--- src/hdl/vlc_pkg.sv ---
// ----------------------------------------------------------------------------
// vlc_pkg
// Types and constants shared by the letter cipher front end, back end, top
// level and checker.
// ----------------------------------------------------------------------------
package vlc_pkg;

    localparam int CFG_ADDR_W = 5;
    localparam int CFG_DATA_W = 64;

    // register indexes, taken from paddr[4:3]
    localparam logic [1:0] REG_MODE        = 2'd0;
    localparam logic [1:0] REG_KEY_LENGTH  = 2'd1;
    localparam logic [1:0] REG_SHIFTS_LOW  = 2'd2;
    localparam logic [1:0] REG_SHIFTS_HIGH = 2'd3;

    // result status codes
    localparam logic [1:0] ST_OK          = 2'd0;
    localparam logic [1:0] ST_LEN_ZERO    = 2'd1;
    localparam logic [1:0] ST_SHIFT_RANGE = 2'd2;
    localparam logic [1:0] ST_UNUSED      = 2'd3;

    localparam logic [15:0] CH_UPPER_A = 16'h0041;
    localparam logic [15:0] CH_UPPER_Z = 16'h005A;
    localparam logic [15:0] CH_LOWER_A = 16'h0061;
    localparam logic [15:0] CH_LOWER_Z = 16'h007A;

    localparam logic [5:0] ALPHA       = 6'd26;
    localparam logic [4:0] SHIFT_LIMIT = 5'd25;

    typedef struct packed {
        logic [15:0] char_in;
        logic        start_of_message;
    } t_vlc_in;

    typedef struct packed {
        logic [15:0] char_out;
        logic [1:0]  status;
    } t_vlc_out;

    typedef struct packed {
        logic        mode;
        logic [4:0]  key_length;
        logic [39:0] key_shifts_low;
        logic [39:0] key_shifts_high;
    } t_vlc_cfg;

    // classified item handed from front end to back end
    typedef struct packed {
        logic [15:0] ch;
        logic        letter;
        logic        upper;
        logic [4:0]  shift;
        logic        decrypt;
        logic [1:0]  status;
    } t_vlc_work;

endpackage

--- src/hdl/vlc_fifo.sv ---
// ----------------------------------------------------------------------------
// vlc_fifo
// Small flop-based queue with full and empty flags. DEPTH is a power of two.
// ----------------------------------------------------------------------------
module vlc_fifo #(
    parameter int WIDTH = 8,
    parameter int DEPTH = 2
) (
    input  logic             i_clk,
    input  logic             i_rst_n,
    input  logic             i_push,
    input  logic [WIDTH-1:0] i_wdata,
    output logic             o_full,
    input  logic             i_pop,
    output logic [WIDTH-1:0] o_rdata,
    output logic             o_empty
);

    localparam int PTR_W = (DEPTH > 1) ? $clog2(DEPTH) : 1;

    logic [WIDTH-1:0] r_mem [DEPTH];
    logic [PTR_W-1:0] r_wr_ptr, n_wr_ptr;
    logic [PTR_W-1:0] r_rd_ptr, n_rd_ptr;
    logic [PTR_W:0]   r_count, n_count;
    logic             w_do_push;
    logic             w_do_pop;

    assign o_full    = (r_count == (PTR_W+1)'(DEPTH));
    assign o_empty   = (r_count == '0);
    assign o_rdata   = r_mem[r_rd_ptr];
    assign w_do_push = i_push & ~o_full;
    assign w_do_pop  = i_pop & ~o_empty;

    always_comb begin
        n_wr_ptr = r_wr_ptr;
        n_rd_ptr = r_rd_ptr;
        n_count  = r_count;
        if (w_do_push) begin
            n_wr_ptr = r_wr_ptr + 1'b1;
        end
        if (w_do_pop) begin
            n_rd_ptr = r_rd_ptr + 1'b1;
        end
        if (w_do_push && !w_do_pop) begin
            n_count = r_count + 1'b1;
        end else if (!w_do_push && w_do_pop) begin
            n_count = r_count - 1'b1;
        end
    end

    always_ff @(posedge i_clk) begin
        if (!i_rst_n) begin
            r_wr_ptr <= '0;
            r_rd_ptr <= '0;
            r_count  <= '0;
        end else begin
            r_wr_ptr <= n_wr_ptr;
            r_rd_ptr <= n_rd_ptr;
            r_count  <= n_count;
        end
    end

    always_ff @(posedge i_clk) begin
        if (w_do_push) begin
            r_mem[r_wr_ptr] <= i_wdata;
        end
    end

endmodule

--- src/hdl/vlc_front.sv ---
// ----------------------------------------------------------------------------
// vlc_front
// Classifies each incoming character, checks the key setup and tracks the
// key position; emits a work item with the shift to apply.
// ----------------------------------------------------------------------------
module vlc_front #(
    parameter int KEY_MAX = 16
) (
    input  logic                i_clk,
    input  logic                i_rst_n,
    input  vlc_pkg::t_vlc_cfg   i_cfg,
    input  logic                i_take,
    input  vlc_pkg::t_vlc_in    i_item,
    output vlc_pkg::t_vlc_work  o_work
);
    import vlc_pkg::*;

    localparam int POS_W = (KEY_MAX > 1) ? $clog2(KEY_MAX) : 1;

    logic [4:0]       w_shift [KEY_MAX];
    logic [79:0]      w_all_shifts;
    logic [4:0]       w_len;
    logic             w_bad_shift;
    logic [1:0]       w_status;
    logic             w_upper;
    logic             w_lower;
    logic [POS_W-1:0] w_pos0;
    logic [POS_W-1:0] w_pos1;
    logic [4:0]       w_pos_inc;
    logic [POS_W-1:0] w_pos2;
    logic [POS_W-1:0] r_pos, n_pos;

    assign w_all_shifts = {i_cfg.key_shifts_high, i_cfg.key_shifts_low};
    assign w_len = (i_cfg.key_length > 5'(KEY_MAX)) ? 5'(KEY_MAX) : i_cfg.key_length;

    always_comb begin
        w_bad_shift = 1'b0;
        for (int i = 0; i < KEY_MAX; i++) begin
            w_shift[i] = w_all_shifts[5*i +: 5];
            if ((w_shift[i] > SHIFT_LIMIT) && (5'(i) < w_len)) begin
                w_bad_shift = 1'b1;
            end
        end
    end

    always_comb begin
        if (w_len == 5'd0) begin
            w_status = ST_LEN_ZERO;
        end else if (w_bad_shift) begin
            w_status = ST_SHIFT_RANGE;
        end else begin
            w_status = ST_OK;
        end
    end

    assign w_upper = (i_item.char_in >= CH_UPPER_A) && (i_item.char_in <= CH_UPPER_Z);
    assign w_lower = (i_item.char_in >= CH_LOWER_A) && (i_item.char_in <= CH_LOWER_Z);

    // rewind, then pull back a position left stale by a shorter key
    assign w_pos0    = i_item.start_of_message ? '0 : r_pos;
    assign w_pos1    = (5'(w_pos0) >= w_len) ? '0 : w_pos0;
    assign w_pos_inc = 5'(w_pos1) + 5'd1;
    assign w_pos2    = (w_pos_inc >= w_len) ? '0 : w_pos_inc[POS_W-1:0];

    always_comb begin
        n_pos = r_pos;
        if (i_take) begin
            if (w_status != ST_OK) begin
                n_pos = w_pos0;
            end else if (w_upper || w_lower) begin
                n_pos = w_pos2;
            end else begin
                n_pos = w_pos1;
            end
        end
    end

    always_ff @(posedge i_clk) begin
        if (!i_rst_n) begin
            r_pos <= '0;
        end else begin
            r_pos <= n_pos;
        end
    end

    always_comb begin
        o_work.ch      = i_item.char_in;
        o_work.letter  = (w_upper || w_lower) && (w_status == ST_OK);
        o_work.upper   = w_upper;
        o_work.shift   = w_shift[w_pos1];
        o_work.decrypt = i_cfg.mode;
        o_work.status  = w_status;
    end

endmodule

--- src/hdl/vlc_back.sv ---
// ----------------------------------------------------------------------------
// vlc_back
// Applies the key shift to a classified letter, modulo 26 within its case,
// and moves the result to the output queue.
// ----------------------------------------------------------------------------
module vlc_back (
    input  vlc_pkg::t_vlc_work i_work,
    input  logic               i_valid,
    input  logic               i_out_full,
    output logic               o_take,
    output vlc_pkg::t_vlc_out  o_result
);
    import vlc_pkg::*;

    logic [7:0] w_base;
    logic [4:0] w_off;
    logic [5:0] w_sum;
    logic [5:0] w_wrap;
    logic [7:0] w_letter;

    assign o_take = i_valid & ~i_out_full;

    assign w_base = i_work.upper ? CH_UPPER_A[7:0] : CH_LOWER_A[7:0];
    assign w_off  = 5'(i_work.ch[7:0] - w_base);

    always_comb begin
        if (i_work.decrypt) begin
            w_sum = 6'(w_off) + ALPHA - 6'(i_work.shift);
        end else begin
            w_sum = 6'(w_off) + 6'(i_work.shift);
        end
        w_wrap   = (w_sum >= ALPHA) ? (w_sum - ALPHA) : w_sum;
        w_letter = w_base + 8'(w_wrap);
    end

    always_comb begin
        o_result.char_out = i_work.letter ? {8'h00, w_letter} : i_work.ch;
        o_result.status   = i_work.status;
    end

endmodule

--- src/hdl/vigenere_letter_cipher.sv ---
// ----------------------------------------------------------------------------
// vigenere_letter_cipher
// Vigenere shift of a 16-bit character stream over ASCII letters, with an
// APB register port for mode, key length and key shifts.
// ----------------------------------------------------------------------------
//  channel   handshake                  payload
//  input     push / full                i_data  (char_in, start_of_message)
//  result    pop / empty                o_data  (char_out, status)
//  config    psel penable pwrite pready paddr, pwdata, prdata
//
//  one character per cycle sustained while results are popped; a result
//  is visible once it is shifted from the classify queue into the result queue
//  the key position counter in the front end is a register updated on each accepted character
//  reset clears both queues, the key position and the configuration registers
//  a stalled result queue fills the classify queue, then raises full
// ----------------------------------------------------------------------------
module vigenere_letter_cipher #(
    parameter int KEY_MAX = 16
) (
    input  logic                                i_clk,
    input  logic                                i_rst_n,
    input  logic                                push,
    output logic                                full,
    input  vlc_pkg::t_vlc_in                    i_data,
    input  logic                                pop,
    output logic                                empty,
    output vlc_pkg::t_vlc_out                   o_data,
    input  logic                                psel,
    input  logic                                penable,
    input  logic                                pwrite,
    input  logic [vlc_pkg::CFG_ADDR_W-1:0]      paddr,
    input  logic [vlc_pkg::CFG_DATA_W-1:0]      pwdata,
    output logic [vlc_pkg::CFG_DATA_W-1:0]      prdata,
    output logic                                pready
);
    import vlc_pkg::*;

    localparam int WORK_W = $bits(t_vlc_work);
    localparam int OUT_W  = $bits(t_vlc_out);

    t_vlc_cfg   r_cfg;
    logic [1:0] w_reg_idx;
    logic       w_cfg_wr;
    logic       w_take_in;
    t_vlc_work  w_work_in;
    t_vlc_work  w_work_out;
    logic       w_mid_full;
    logic       w_mid_empty;
    logic       w_back_take;
    logic       w_res_full;
    t_vlc_out   w_result;

    // register file
    assign pready    = 1'b1;
    assign w_reg_idx = paddr[4:3];
    assign w_cfg_wr  = psel & penable & pwrite & pready;

    always_ff @(posedge i_clk) begin
        if (!i_rst_n) begin
            r_cfg <= '0;
        end else if (w_cfg_wr) begin
            case (w_reg_idx)
                REG_MODE:        r_cfg.mode            <= pwdata[0];
                REG_KEY_LENGTH:  r_cfg.key_length      <= pwdata[4:0];
                REG_SHIFTS_LOW:  r_cfg.key_shifts_low  <= pwdata[39:0];
                REG_SHIFTS_HIGH: r_cfg.key_shifts_high <= pwdata[39:0];
                default:         r_cfg                 <= r_cfg;
            endcase
        end
    end

    always_comb begin
        case (w_reg_idx)
            REG_MODE:        prdata = {63'd0, r_cfg.mode};
            REG_KEY_LENGTH:  prdata = {59'd0, r_cfg.key_length};
            REG_SHIFTS_LOW:  prdata = {24'd0, r_cfg.key_shifts_low};
            REG_SHIFTS_HIGH: prdata = {24'd0, r_cfg.key_shifts_high};
            default:         prdata = '0;
        endcase
    end

    assign full      = w_mid_full;
    assign w_take_in = push & ~w_mid_full;

    vlc_front #(
        .KEY_MAX (KEY_MAX)
    ) u_front (
        .i_clk   (i_clk),
        .i_rst_n (i_rst_n),
        .i_cfg   (r_cfg),
        .i_take  (w_take_in),
        .i_item  (i_data),
        .o_work  (w_work_in)
    );

    vlc_fifo #(
        .WIDTH (WORK_W),
        .DEPTH (2)
    ) u_mid_q (
        .i_clk   (i_clk),
        .i_rst_n (i_rst_n),
        .i_push  (w_take_in),
        .i_wdata (w_work_in),
        .o_full  (w_mid_full),
        .i_pop   (w_back_take),
        .o_rdata (w_work_out),
        .o_empty (w_mid_empty)
    );

    vlc_back u_back (
        .i_work     (w_work_out),
        .i_valid    (~w_mid_empty),
        .i_out_full (w_res_full),
        .o_take     (w_back_take),
        .o_result   (w_result)
    );

    vlc_fifo #(
        .WIDTH (OUT_W),
        .DEPTH (2)
    ) u_res_q (
        .i_clk   (i_clk),
        .i_rst_n (i_rst_n),
        .i_push  (w_back_take),
        .i_wdata (w_result),
        .o_full  (w_res_full),
        .i_pop   (pop),
        .o_rdata (o_data),
        .o_empty (empty)
    );

endmodule

--- config.mk ---
export PLATFORM = sky130hd
export DESIGN_NAME = vigenere_letter_cipher
export DESIGN_NICKNAME = d
export VERILOG_FILES = /design/src/hdl/vlc_pkg.sv /design/src/hdl/vlc_fifo.sv /design/src/hdl/vlc_front.sv /design/src/hdl/vlc_back.sv /design/src/hdl/vigenere_letter_cipher.sv
export SDC_FILE = /design/constraint.sdc
export NUM_CORES = 1
export LEC_CHECK = 0
export ABC_AREA = 1
export BUFFER_PORTS_ARGS = -buffer_cell sky130_fd_sc_hd__clkbuf_2
export CAP_MARGIN = 0
export CORE_ASPECT_RATIO = 1.4
export CORE_MARGIN = 2
export CORE_UTILIZATION = 40
export DETAILED_ROUTE_END_ITERATION = 12
export PLACE_DENSITY = 0.59
export SYNTH_ARGS = -nofsm -noshare
export SYNTH_HDL_FRONTEND = slang
export SYNTH_HIERARCHICAL = 1
export SYNTH_SLANG_ARGS = --single-unit
--- constraint.sdc ---
create_clock -name i_clk -period 5.15 [get_ports i_clk]
set_input_delay 0.7725 -clock i_clk [delete_from_list [all_inputs] [get_ports i_clk]]
set_output_delay 0.7725 -clock i_clk [all_outputs]
set_load 0.005 [all_outputs]
Word-level counts from Yosys, hierarchy flattened
Memory sizes are Yosys's and may differ from the RTL's. A register that Yosys moved wholly into a read port is not among the register bits. Cells that the tools add are included.

Bits in registers: 98. Latch bits: 0. Bits in writable memories: 88. ROM bits: 0. Input port bits: 93. Memories kept: 2.

$add $sub $neg: 15. Multipliers: 0. Divide/modulo/power cells: 0. Magnitude comparators: 41. Equal/unequal tests: 5. Shifts and indexed selects: 0. Muxes and demuxes: 44. Bitwise gates (word level): 13. Reduce and logical (&&, ||, !) cells: 40.

Memory list: u_mid_q.r_mem (words 2, bits a word 26, read ports 1, clocked after memory_dff 1, wr ports 1, RTL line vlc_fifo.sv:21) `logic [WIDTH-1:0] r_mem [DEPTH];`; u_res_q.r_mem (words 2, bits a word 18, read ports 1, clocked after memory_dff 1, wr ports 1, RTL line vlc_fifo.sv:21).

Operator list (number): 64-bit case mux with 4 select lines (1); 5-bit > comparator, second input constant (17); 4-bit by 5-bit less-than comparator with 1-bit output, first input constant (8); 16-bit by 7-bit greater-or-equal comparator with 1-bit output, second input constant (2); 16-bit by 7-bit less-or-equal comparator with 1-bit output, second input constant (2); 1-bit two-way mux (24); 1-bit logical AND (23); 5-bit binary-select mux with 4-bit select (1); 3-bit by 5-bit less-than comparator with 1-bit output, first input constant (4); 4-bit two-way mux (5); 6-bit two-way mux (3); 16-bit two-way mux (1); 5-bit two-way mux (3); 2-bit two-way mux (6); 1-bit by 5-bit less-than comparator with 1-bit output, first input constant (2); 2-bit by 5-bit less-than comparator with 1-bit output, first input constant (2); 7-bit by 6-bit adder with 8-bit output (1); 1-bit AND (8); 2-bit == test, second input constant (4); 2-bit logical NOT (4); 2-bit AND reduction (4); 5-bit by 5-bit adder with 6-bit output (1); 5-bit by 5-bit adder with 6-bit output, second input constant (1); 6-bit by 5-bit greater-or-equal comparator with 1-bit output, second input constant (1); 17 further kinds (30).

Depth between registers and ports, before layout
Depth after elaboration: 24. Mapped depth: 28.

Hierarchy
Netlist, hierarchy kept.

Modules (own cells, without submodules): vigenere_letter_cipher (times used 1, cells an instance 615, area each 4171.5 µm²); vlc_fifo at u_mid_q (times used 1, cells an instance 119, area each 2225.9 µm²); vlc_front (times used 1, cells an instance 372, area each 2037.0 µm²); vlc_fifo at u_res_q (times used 1, cells an instance 94, area each 1597.8 µm²); vlc_back (times used 1, cells an instance 192, area each 1102.3 µm²).

Worst setup path before layout
OpenSTA, ideal clock, no wires.

Path kind: register to register. Start point: register (tool-made name). End point: memory u_res_q/r_mem[0][7] (netlist name), data pin. Setup time: 257 ps. Arrival time: 3551 ps. Setup slack: 1342 ps. Stages on the path, launching flop included: 22. Clock period less this slack: 3808 ps. Cells stage by stage: dfxtp_1 buf_6 buf_12 mux2_4 inv_1 ha_1 inv_1 ha_1 ha_1 fa_1 inv_1 o21ai_0 inv_1 ha_1 inv_1 nand2_1 o31ai_1 ha_1 inv_1 nand2_1 nand3_1 nand2_1.

RTL lines (RTL line): to (decl) (vlc_fifo.sv:21).

Final worst setup path
Start point: register r_cfg[82] (netlist name). End point: register u_front.r_pos[2].

Cells in the longest elaborated chain, start to end: 24. Elaborated cells on any way between the ends: 61.

Ends and longest elaborated chain: from (decl) (RTL line vigenere_letter_cipher.sv:41) `t_vlc_cfg r_cfg;`; from (signal assigned) (RTL line vigenere_letter_cipher.sv:67) `default: r_cfg <= r_cfg;`; 5-bit > comparator (RTL line vlc_front.sv:34) `assign w_len = (i_cfg.key_length > 5'(KEY_MAX)) ? 5'(KEY_MAX) : i_cfg.key_length;`; 5-bit two-way mux * (RTL line vlc_front.sv:34); 1-bit by 5-bit less-than comparator with 1-bit output (RTL line vlc_front.sv:40) `if ((w_shift[i] > SHIFT_LIMIT) && (5'(i) < w_len)) begin`; 1-bit logical AND (RTL line vlc_front.sv:40); 1-bit two-way mux (16 in series) (RTL line vlc_front.sv:40); 2-bit two-way mux (RTL line vlc_front.sv:49) `end else if (w_bad_shift) begin`; 2-bit two-way mux (RTL line vlc_front.sv:47) `if (w_len == 5'd0) begin`; 2-bit nonzero test (RTL line vlc_front.sv:68) `if (w_status != ST_OK) begin`; 4-bit two-way mux * (RTL line vlc_front.sv:68); to (signal assigned) (RTL line vlc_front.sv:82) `r_pos <= n_pos;`; to (decl) (RTL line vlc_front.sv:31) `logic [POS_W-1:0] r_pos, n_pos;`.

Mark *: on every way between the ends. The rest lies on a longest branch, timed or not. A chain may end at the register's enable or synchronous reset.

==> out/results.tsv <==
metric	value	unit
outcome	completed	
cp_data_arrival_time	4.69	ns
grt_max_degree	81	
end_kind	register	
ff2ff_setup_slack	0.82	ns
grt-ovfl-total	0	
cp_max_fo	12	
cts.repair.resized	0	
die_x	145	microns
setup_ws	0.825	ns
io_buffers	125	
drt-pass1-iter-count	5	
synth_area	11100	sq um
placed_cell_area	11700	sq um
cts_tree	built	
groute.usage.overall	0.188	
worstPathRequired	5.51	ns
multi_input_area	5220	sq um
ios	178	
worstPathCellList	nor2_4 > nand2_1 > nand2_2 > nand2_1 > inv_1 > ha_1 > inv_1 > nand2_1 > a21oi_1 > nand2_1 > nand2_2 > nand2_4 > inv_1 > nand2_1 > inv_1 > ha_1 > nand4_1 > nor2_1 > ha_1 > a211oi_1 > nand3_1 > nand2_1 > nand2_1 > a21oi_1	
fmax	0.231	GHz
start_kind	register	
peakVddDrop	0.000385	V
setup_tns	0	ns
drc	0	
synth_area_leaders	edfxtp_1 24%, dfxtp_1 18%, nor2_1 8.8%, nand2_1 8.5%, nand3_1 5.9%	
numCtsBuffers	17	
dieArea	29200	sq um
via_per_inst	4.93	
chipHeight	201	microns
worstMarginPinSlew	1.01	ns
drive_above_1_share	0.179	
finalPower	6010	uW
cts_buffer_depth	2	
fin_area	12200	sq um
coreArea	27500	sq um
setup_viol	0	
min_path_type	register to register	
dr.first_iter.drc_count	557	
critPathKind	register to register	
n_fill_cell	2803	
cts_root_buffer	clkbuf_16	
grt_pass1_wl	43800	microns
power_density	492	nW/um^2
antenna_found_initial	0	
fin_worst_skew	0.0146	ns
synth_top_cell_by_area	edfxtp_1	
clock_latency	0.44	ns
synth.distinct_cells	49	
synth_top_area_frac	0.237	
clkSinkCount	188	
ant_nets	0	
ff_latch_area	4640	sq um
syn_avg_cell_area	8.00	sq um
grt_pass1_vias	8548	
ctsHoldBuffers	0	
synth_warnings	6	
p_leak	0.00542	uW
vias	9100	
crit_slowest_cell	dfxtp_1	
ys_ff_latch	188	
htree_levels	4	
yosysSeqAreaShare	0.417	
max-slew-margin-rel	0.325	
post_cts_buffers	0	
drv_cap	0	
wl	27300	microns
post-place-ws	0.670	ns
globalplace.congestion	0.917	
antenna_cells	0	
rsz0062_at_grt	false	
finalHoldViolations	0	
maxSlewViolCount	0	
start_util	0.405	
path_clk_slew	0.07	ns
netlist_instances	1392	
crit_top_cell	nand2_1	
num_rows	72	
dp.final_hpwl	19700	microns
num-nets-final	1586	
cp_slowest_stage_delay	0.65	ns
syn2layout_area_growth	9.71	%
hold_ws	0.469	ns
min_period	4.33	ns
wl_per_cell	14.8	microns
min_period_over_period	0.840	
-- final timing paths --
| kind | startpoint | end | depth (start not counted) |
|---|---|---|---|
| setup / recovery | r_cfg[82]$_SDFFE_PN0P_ | u_front/r_pos[2]$_SDFFE_PN0P_ | 24 |
| hold / removal | u_front/r_pos[1]$_SDFFE_PN0P_ | u_front/r_pos[1]$_SDFFE_PN0P_ | 2 |
| setup reg to reg | r_cfg[82]$_SDFFE_PN0P_ | u_front/r_pos[2]$_SDFFE_PN0P_ | 24 |
| hold reg to reg | u_front/r_pos[1]$_SDFFE_PN0P_ | u_front/r_pos[1]$_SDFFE_PN0P_ | 2 |
-- power breakdown --
| group | total (uW) | internal [uW] | switching (uW) |
|---|---|---|---|
| Combinational | 2760 | 1090 | 1680 |
| Clock | 1250 | 637 | 609 |
| Sequential | 2000 | 1900 | 101 |
-- routing by layer --
layer  track usage  up-vias  wire length [microns]
li1              -     4633                      -
met5             0        -                      0
met3        0.0313       45                    959
met4        0.0803        0                    898
met1         0.212     4223                  11000
met2         0.348      199                  14400
-- cells in the final DEF, fill, tap and decap left out, types with 3 or more instances in the layout --
cell         n
o2111ai_1    4
clkbuf_16   17
nor2_2       7
nor2_4       4
o21ai_2      3
nand3_2      6
edfxtp_1    88
mux2_2      14
nand2_2     14
mux2_4      30
ha_1        29
nor2_1     257
nand2_1    252
dfxtp_1    100
xor2_1       3
inv_1      149
o21ai_1     12
clkinv_1     3
nand4_1     14
o21ai_0     30
nand3_1    132
inv_2        8
clkbuf_2   124
o211ai_1    37
a21oi_1     26
conb_1      25
buf_4       11
inv_6        7
a22o_1      35
-- cells in the mapped netlist (all sizes together) --
library cell	n
nand4	15
o2111ai	4
edfxtp	88
xnor2	2
nand3	138
a31oi	1
a21oi	26
or2	2
ha	29
nor3	3
clkbuf	6
o211ai	38
a211o	1
nand2	268
inv	158
a22o	35
buf	103
fa	2
nand3b	1
mux2	44
nor2	269
a211oi	2
o211a	2
o31ai	1
dfxtp	100
o21bai	1
conb	2
o21ai	46
clkinv	2
xor2	3
-- cell families after synthesis --
family | after synthesis | share of synthesized area
AO/OA/AOI/OAI | 157 | 0.0973
flip-flops | 188 | 0.417
adder cells (fa/ha/maj) | 31 | 0.0362
buffers and inverters | 269 | 0.123
XOR/XNOR | 5 | 0.00393
other | 2 | 0.000674
AND/OR/NAND/NOR | 696 | 0.267
multiplexers | 44 | 0.0546
-- state kept, by name (all words and copies together) (netlist names), named ones only --
signal	cells
r_cfg	86
u_front/r_pos	4
u_mid_q/r_count	2
u_mid_q/r_mem	52
u_mid_q/r_rd_ptr	1
u_mid_q/r_wr_ptr	1
u_res_q/r_count	2
u_res_q/r_mem	36
u_res_q/r_rd_ptr	1
u_res_q/r_wr_ptr	1
-- per-stage QoR --
| step | util | instances |
|---|---|---|
| floorplan | - | 1415 |
| global placement | 0.424 | 1813 |
| detailed placement | 0.424 | 1813 |
| CTS | 0.445 | 1845 |
| global route | 0.445 | 1845 |
| finish | 0.445 | 1845 |
-- critical path, delay by kind of cell (launching register included) --
kind                     cells  cell delay, ns
AO/OA/AOI/OAI                3            0.75
AND/OR/NAND/NOR             14            1.40
adder cells (fa/ha/maj)      3            0.79
flip-flops                   1            0.65
buffers and inverters        4            0.63
-- final cells by class --
class / instances / area share
Multi-Input combinational cell: 958 / 0.428
Sequential cell: 188 / 0.380
Timing Repair Buffer: 137 / 0.0596
Inverter: 160 / 0.0494
Tap cell: 370 / 0.0379
Clock buffer: 18 / 0.0351
Clock inverter: 14 / 0.0102
(Power assumes the default switching activity.)
